==> src/rtl/crlf_pkg.sv <==
// Shared constants and controller/datapath interface types for the CR LF line receiver.
package crlf_pkg;

  localparam int DEF_LINE_DEPTH = 64;

  localparam logic [7:0] CHAR_CR = 8'h0D;
  localparam logic [7:0] CHAR_LF = 8'h0A;

  // Commands from the controller to the datapath.
  typedef struct packed {
    logic store;        // write the received byte at the current position
    logic set_cr;       // received byte is a carriage return
    logic discard;      // drop the line: clear count and flag
    logic begin_echo;   // line complete: latch its length, clear count and flag
    logic rd_en;        // read one stored byte for the echo
  } cmd_t;

  // Status from the datapath to the controller.
  typedef struct packed {
    logic cr_seen;
    logic is_cr;
    logic is_lf;
    logic rd_last;      // the entry being read is the final one of the line
  } stat_t;

endpackage

==> src/rtl/crlf_datapath.sv <==
// Datapath of the CR LF line receiver: line store, write count, CR flag and echo read side.
module crlf_datapath #(
  parameter int LINE_DEPTH = crlf_pkg::DEF_LINE_DEPTH
) (
  input  logic                 clk,
  input  logic                 rst_n,
  input  logic [7:0]           rx_byte,
  input  crlf_pkg::cmd_t       cmd,
  output crlf_pkg::stat_t      stat,
  output logic                 out_strobe,
  output logic [7:0]           out_tx_byte,
  output logic                 out_last_of_line
);

  localparam int CW = $clog2(LINE_DEPTH + 1);
  localparam int IW = $clog2(LINE_DEPTH);

  logic [7:0]    line_store [LINE_DEPTH];

  logic [CW-1:0] count_r,   count_nxt;
  logic          cr_r,      cr_nxt;
  logic [CW-1:0] len_r,     len_nxt;
  logic [IW-1:0] rd_idx_r,  rd_idx_nxt;
  logic          strobe_r;
  logic          last_r;
  logic [7:0]    rd_data_r;

  logic [IW-1:0] wr_pos;
  logic [CW-1:0] wr_count;
  logic          rd_last;

  // A full buffer wraps the write position back to the start.
  assign wr_pos   = (count_r >= CW'(LINE_DEPTH)) ? '0 : count_r[IW-1:0];
  assign wr_count = CW'(wr_pos) + CW'(1);
  assign rd_last  = (CW'(rd_idx_r) + CW'(1)) == len_r;

  assign stat.cr_seen = cr_r;
  assign stat.is_cr   = (rx_byte == crlf_pkg::CHAR_CR);
  assign stat.is_lf   = (rx_byte == crlf_pkg::CHAR_LF);
  assign stat.rd_last = rd_last;

  always_comb begin
    count_nxt  = count_r;
    cr_nxt     = cr_r;
    len_nxt    = len_r;
    rd_idx_nxt = rd_idx_r;
    if (cmd.store) begin
      count_nxt = wr_count;
    end
    if (cmd.set_cr) begin
      cr_nxt = 1'b1;
    end
    if (cmd.discard) begin
      count_nxt = '0;
      cr_nxt    = 1'b0;
    end
    if (cmd.begin_echo) begin
      len_nxt    = wr_count;
      count_nxt  = '0;
      cr_nxt     = 1'b0;
      rd_idx_nxt = '0;
    end else if (cmd.rd_en) begin
      rd_idx_nxt = rd_idx_r + IW'(1);
    end
  end

  always_ff @(posedge clk) begin
    if (!rst_n) begin
      count_r  <= '0;
      cr_r     <= 1'b0;
      strobe_r <= 1'b0;
    end else begin
      count_r  <= count_nxt;
      cr_r     <= cr_nxt;
      strobe_r <= cmd.rd_en;
    end
  end

  always_ff @(posedge clk) begin
    len_r    <= len_nxt;
    rd_idx_r <= rd_idx_nxt;
    last_r   <= rd_last;
  end

  // Line store: one write port, one registered read port.
  always_ff @(posedge clk) begin
    if (cmd.store) begin
      line_store[wr_pos] <= rx_byte;
    end
    if (cmd.rd_en) begin
      rd_data_r <= line_store[rd_idx_r];
    end
  end

  assign out_strobe       = strobe_r;
  assign out_tx_byte      = rd_data_r;
  assign out_last_of_line = last_r;

endmodule

==> src/rtl/crlf_ctrl.sv <==
// Controller of the CR LF line receiver: decodes accepted bytes and sequences the echo burst.
module crlf_ctrl (
  input  logic            clk,
  input  logic            rst_n,
  input  logic            start,
  input  crlf_pkg::stat_t stat,
  output crlf_pkg::cmd_t  cmd,
  output logic            busy
);

  typedef enum logic {
    ST_IDLE,
    ST_ECHO
  } state_t;

  state_t state_r;
  logic   busy_r;
  logic   accept;

  assign accept = start && !busy_r;
  assign busy   = busy_r;

  always_comb begin
    cmd            = '0;
    cmd.store      = accept && (!stat.cr_seen || stat.is_lf);
    cmd.set_cr     = accept && !stat.cr_seen && stat.is_cr;
    cmd.discard    = accept && stat.cr_seen && !stat.is_lf;
    cmd.begin_echo = accept && stat.cr_seen && stat.is_lf;
    cmd.rd_en      = (state_r == ST_ECHO);
  end

  always_ff @(posedge clk) begin
    if (!rst_n) begin
      state_r <= ST_IDLE;
      busy_r  <= 1'b0;
    end else begin
      unique case (state_r)
        ST_IDLE: begin
          if (cmd.begin_echo) begin
            state_r <= ST_ECHO;
            busy_r  <= 1'b1;
          end
        end
        ST_ECHO: begin
          if (stat.rd_last) begin
            state_r <= ST_IDLE;
            busy_r  <= 1'b0;
          end
        end
        default: begin
          state_r <= ST_IDLE;
          busy_r  <= 1'b0;
        end
      endcase
    end
  end

endmodule

==> src/rtl/crlf_line_buffer_echo_core.sv <==
// Top level of the CR LF terminated line receiver with echo of each completed line.
//
// Received bytes are offered on in_rx_byte with start; a byte transfer takes place at a
// rising edge where start is high and busy is low, and in normal running a new byte can be
// taken on every clock cycle. Each byte is written into a line store of LINE_DEPTH entries.
// A carriage return arms the block; a line feed straight after it completes the line, and any
// other byte after a carriage return discards the line without being stored. On completion the
// whole line, carriage return and line feed included, is echoed in stored order on out_tx_byte,
// one byte per cycle, with out_strobe marking each result transfer and out_last_of_line set on
// the final byte. The receiver cannot hold results off, so every strobed cycle must be taken.
// A completed line of n bytes (at most LINE_DEPTH) raises busy while the echo reads the
// single read port of the line store one entry per cycle; each result follows its read in
// the next cycle, because the store's read data is registered straight onto the result
// ports. If more than LINE_DEPTH bytes arrive before the line ends, the write position wraps
// to the start and the carriage-return state is kept, so only the most recent bytes are echoed.
module crlf_line_buffer_echo_core #(
  parameter int LINE_DEPTH = crlf_pkg::DEF_LINE_DEPTH
) (
  input  logic       clk,
  input  logic       rst_n,
  input  logic       start,
  output logic       busy,
  input  logic [7:0] in_rx_byte,
  output logic       out_strobe,
  output logic [7:0] out_tx_byte,
  output logic       out_last_of_line
);

  crlf_pkg::cmd_t  cmd;
  crlf_pkg::stat_t stat;

  // The controller turns each transfer into store, discard or echo commands and steps the
  // echo; the datapath holds the line store, the write count and the carriage-return flag.
  crlf_ctrl u_ctrl (
    .clk   (clk),
    .rst_n (rst_n),
    .start (start),
    .stat  (stat),
    .cmd   (cmd),
    .busy  (busy)
  );

  crlf_datapath #(
    .LINE_DEPTH (LINE_DEPTH)
  ) u_dp (
    .clk              (clk),
    .rst_n            (rst_n),
    .rx_byte          (in_rx_byte),
    .cmd              (cmd),
    .stat             (stat),
    .out_strobe       (out_strobe),
    .out_tx_byte      (out_tx_byte),
    .out_last_of_line (out_last_of_line)
  );

  // A result only ever follows a cycle in which the echo was running.
  a_strobe_after_echo: assert property (@(posedge clk) disable iff (!rst_n)
    out_strobe |-> $past(busy))
    else $error("result strobe without a preceding echo read");

  // A line feed after a carriage return must start the echo in the next cycle.
  a_lf_starts_echo: assert property (@(posedge clk) disable iff (!rst_n)
    (start && !busy && stat.cr_seen && stat.is_lf) |=> busy)
    else $error("completed line did not start an echo");

  // The final byte of a line is the end of the echo: input is open again then.
  a_last_ends_echo: assert property (@(posedge clk) disable iff (!rst_n)
    (out_strobe && out_last_of_line) |-> !busy)
    else $error("echo still running after the final byte of the line");

  // A discarded line never produces an echo.
  a_discard_quiet: assert property (@(posedge clk) disable iff (!rst_n)
    cmd.discard |=> !busy)
    else $error("discarded line started an echo");

endmodule
==> config.mk <==
export PLATFORM = sky130hd
export DESIGN_NAME = crlf_line_buffer_echo_core
export DESIGN_NICKNAME = d
export VERILOG_FILES = /design/src/rtl/crlf_pkg.sv /design/src/rtl/crlf_datapath.sv /design/src/rtl/crlf_ctrl.sv /design/src/rtl/crlf_line_buffer_echo_core.sv
export SDC_FILE = /design/constraint.sdc
export NUM_CORES = 1
export LEC_CHECK = 0
export ABC_AREA = 0
export BUFFER_PORTS_ARGS = -buffer_cell sky130_fd_sc_hd__clkbuf_2
export CAP_MARGIN = 20
export CORE_MARGIN = 2
export CORE_UTILIZATION = 60
export DETAILED_ROUTE_END_ITERATION = 10
export PLACE_DENSITY_LB_ADDON = 0.08
export SLEW_MARGIN = 20
export SYNTH_ARGS = -nofsm -noshare
export SYNTH_HDL_FRONTEND = slang
export SYNTH_SLANG_ARGS = --single-unit
==> constraint.sdc <==
create_clock -name clk -period 7.4 [get_ports clk]
set_input_delay 1.48 -clock clk [delete_from_list [all_inputs] [get_ports clk]]
set_output_delay 1.48 -clock clk [all_outputs]
set_load 0.02 [all_outputs]
==> results.txt <==
----------------------------------------------------
[Outcome]
  Run status ... completed

[Drt]
  Total via count after detailed routing ... 10,646
  Detailed router's first-iteration violation count ... 1,264
  DRC violation count after routing ... 0
  Total Routed Length ... 48,900 µm
  Drt wl/cell ... 30.3 µm
  Detailed-router iteration count before antenna repair ... 5
  Residual antenna-violating net count after detailed routing ... 0
  Avg Vias per Cell ... 6.60

[Min path]
  Class of the most critical hold timing path ... flop to flop

[Floorplan]
  Area of the core region ... 35,400 µm²
  Total Die Area ... 37,300 µm²
  Vert. Die Dim ... 193 µm
  I/O Pins ... 22
  Die width ... 193 µm
  Initial standard-cell utilization of the core ... 60.7%
  Row cnt ... 69

[STA]
  Final critical-path share of the clock period ... 60.3%
  Worst Tran Pin Value ... 1.09 ns
  Worst slew margin relative to its limit ... 27.5%
  Setup repair after global routing missed its margin ... false
  Highest clock frequency the design can meet ... 224 MHz
  Minimum clock period after layout ... 4.46 ns
  Min setup slack post-route ... 2.94 ns
  Worst clock skew ... 0.0212 ns
  Aggregate negative setup slack ... 0 ns
  Final hold viol count ... 0
  Setup violations, final ... 0
  Final-report max-slew violation count ... 0

[Placement]
  Placed wire-length estimate after detailed placement ... 29,400 µm
  Number of placed cells counting well taps ... 1,519
  Global placement routability congestion ... 0.880
  Worst setup slack after placement ... 2.42 ns
  Buffers on Ports ... 21

[Critical path]
  Cell Chain, Critical Path ... clkbuf_2 -> buf_4 -> nor4_1 -> nand4_1 -> a21oi_1 -> buf_4 -> nand4b_1 -> nor2_1
  CP max FO ... 20
  Launching element type of the critical path ... input pin
  Element type at the critical path end ... flop
  Category of the critical setup timing path ... input pin to flop
  Delay of the slowest critical-path stage ... 0.86 ns
  Library cell contributing the largest single delay on the critical path ... sky130_fd_sc_hd__nor2_1
  Data arrival time of the critical path ... 4.67 ns
  Most repeated library cell on the critical path ... sky130_fd_sc_hd__buf_4
  Worst path required time ... 7.60 ns

[Finish]
  Number of non-filler instances in the completed layout ... 1,614
  Number of nets in the final layout ... 1,126
  Syn-to-layout area delta ... 10.3%
  Share of post-route cells with drive strength above 1 ... 22.0%
  Diodes inserted ... 0
  Number of fill cells in the layout ... 2,303
  Commonest non-fill, non-tap cell in the layout ... sky130_fd_sc_hd__edfxtp_1
  Most frequent cells in the layout ... 527 x sky130_fd_sc_hd__edfxtp_1, 127 x sky130_fd_sc_hd__mux4_2, 96 x sky130_fd_sc_hd__nor2_1

[Logic synthesis]
  Share of flip-flops with an asynchronous set or reset ... 0%
  Fraction of the yosys area taken by sequential cells ... 75.4%
  Number of enable flip-flop cells after synthesis ... 527
  Most common flop cell mapped by yosys ... sky130_fd_sc_hd__edfxtp_1
  Summed instance area of the synthesized netlist ... 21,500 µm²
  Cell variety after synth ... 47
  Cell type with the highest aggregate area in the netlist ... sky130_fd_sc_hd__edfxtp_1
  Synthesized Nets ... 1,087
  Fraction of synthesized cell area taken by the top area cell type ... 73.7%
  Ys Warns ... 0
  Post-Syn Area per Cell ... 20.0 µm²
  Flip-flop and latch count after synthesis ... 545
  Gate count of the mapped netlist ... 1,074
  Dominant cells by area after synthesis ... sky130_fd_sc_hd__edfxtp_1 74%, sky130_fd_sc_hd__mux4_2 13%, sky130_fd_sc_hd__mux2i_1 2.2%

[Power]
  Switch Pwr ... 1.18 mW
  Clock share of power ... 42.6%
  Total power of the final layout ... 6.07 mW
  Combinational fraction of design power ... 1.5%
  Switching part of the total power ... 19.5%
  Sequential Power Share ... 55.9%
  Leakage power total ... 7.81 nW
  Areal power density over the cells ... 256 nW/µm²
  Peak supply drop ... 0.000214 V
  Int Pwr ... 4.89 mW

[Global routing]
  Aggregate global-route resource usage ... 27.4%
  Global route total overflow ... 0
  Largest net degree at the start of global routing ... 77
  Vias in the first global route ... 10,290
  Number of antenna violations at the first check in global routing ... 0
  Wire length of the first global-routing pass ... 71,300 µm

[Clocking]
  Root Driver ... sky130_fd_sc_hd__clkbuf_16
  Hold-fix buffer count after cts ... 0
  Post-CTS resize count ... 0
  Count of buffers added by post-CTS timing repair for setup ... 0
  Clock transition time at the flip-flop clock pins of the worst setup and hold paths ... 0.06 ns
  Maximum count of clock buffers along a single path ... 3
  Number of buffers added by the clock tree synthesis step ... 52
  Clock tree from TritonCTS ... built
  Insertion delay to the later sink of the worst-skew pair ... 0.59 ns
  Count of clock tree sinks ... 545
  H-tree depth reported by CTS ... 2

[Job]
  Total of max-cap violations ... 0

----------------------------------------------------
## area by class of cell
type                    count  area (µm²)  area share (%)
repair buffers             39         273            1.15
well taps                 461         577            2.43
inverters                   6        22.5          0.0951
multi-input cells         469        4960            21.0
flip-flops and latches    545       16200            68.4
clock inverters            25         200           0.845
clock buffers              69        1460            6.16
## worst paths after layout
check | from | endpoint | slack, ns | depth (start not counted)
setup reg to reg | u_dp.rd_idx_r[1] | u_dp.out_tx_byte[7] | 3.89 | 6
setup / recovery | in_rx_byte[7] | u_dp.line_store[61][7] | 2.94 | 8
hold reg to reg | u_dp.count_r[0] | u_dp.count_r[0] | 0.57 | 2
hold / removal | u_dp.count_r[0] | u_dp.count_r[0] | 0.57 | 2
## power groups by stage
stage / clock, mW / combinational, mW / sequential, mW
2_1_floorplan: 0 / 0.0174 / 3.46
3_3_place_gp: 0 / 0.0927 / 3.46
3_5_place_dp: 0 / 0.0940 / 3.46
4_1_cts: 2.62 / 0.0936 / 3.39
5_1_grt: 2.74 / 0.0991 / 3.39
6_report: 2.58 / 0.0920 / 3.39
## worst max-delay path, delay by kind of cell
kind            cells  cell delay [ns]
buf+inv             3             0.54
compound gates      1             0.25
simple gates        4             2.35
## synth_stat cells (5+ instances only)
master                     instances
sky130_fd_sc_hd__edfxtp_1        527
sky130_fd_sc_hd__mux4_2          127
sky130_fd_sc_hd__nor2_1           97
sky130_fd_sc_hd__mux2i_1          47
sky130_fd_sc_hd__nand2_1          36
sky130_fd_sc_hd__dfxtp_1          18
sky130_fd_sc_hd__buf_2            16
sky130_fd_sc_hd__clkbuf_1         15
sky130_fd_sc_hd__nor2b_1          15
sky130_fd_sc_hd__buf_4            14
sky130_fd_sc_hd__nor3_1           13
sky130_fd_sc_hd__o21ai_0          13
sky130_fd_sc_hd__nand3_1          12
sky130_fd_sc_hd__xnor2_1          11
sky130_fd_sc_hd__a22oi_1          10
sky130_fd_sc_hd__a21oi_1           8
sky130_fd_sc_hd__nand2b_1          8
sky130_fd_sc_hd__mux2_2            7
sky130_fd_sc_hd__a211oi_1          6
sky130_fd_sc_hd__inv_1             6
sky130_fd_sc_hd__o22ai_1           6
sky130_fd_sc_hd__a22o_1            5
sky130_fd_sc_hd__buf_1             5
sky130_fd_sc_hd__nand4_1           5
## logic make-up (layout without fill, tap and decap cells)
kind of cell    count (synthesis)  in the layout  synth area share [%]
compound gates                 67             67                  2.18
xor+xnor                       14             14                 0.571
fa+ha+maj                       2              2                 0.117
buf+inv                        60            139                  1.53
flops                         545            545                  75.4
mux                           181            181                  15.9
simple gates                  205            205                  4.36
## sequential cells by signal, summed over array words and instances, names as in the netlist
| signal | count |
|---|---|
| u_dp.out_strobe | 1 |
| u_dp.cr_r | 1 |
| u_dp.out_tx_byte | 8 |
| u_dp.line_store | 512 |
| u_ctrl.state_r | 1 |
| u_dp.rd_idx_r | 6 |
| u_dp.out_last_of_line | 1 |
| u_ctrl.busy | 1 |
| u_dp.count_r | 7 |
| u_dp.len_r | 7 |
## metal layers
metal | track usage (%) | routed length, µm | vias up
met5 | 0 | 0 | -
met4 | 6.59 | 1050 | 0
met3 | 4.89 | 4270 | 71
met2 | 41.1 | 22700 | 591
met1 | 42.8 | 20900 | 5524
li1 | - | - | 4460
## through the flow
| step | instance area [µm²] | utilization (%) | hold slack, ns |
|---|---|---|---|
| 6_report | 23700 | 66.9 | 0.567 |
| 5_1_grt | 23700 | 66.9 | 0.603 |
| 2_1_floorplan | 21500 | - | 0.513 |
| 4_1_cts | 23700 | 66.9 | 0.561 |
| 3_3_place_gp | 22000 | 62.2 | 0.535 |
| 3_5_place_dp | 22000 | 62.2 | 0.554 |
No activity file was read; power rests on OpenSTA's default activity.
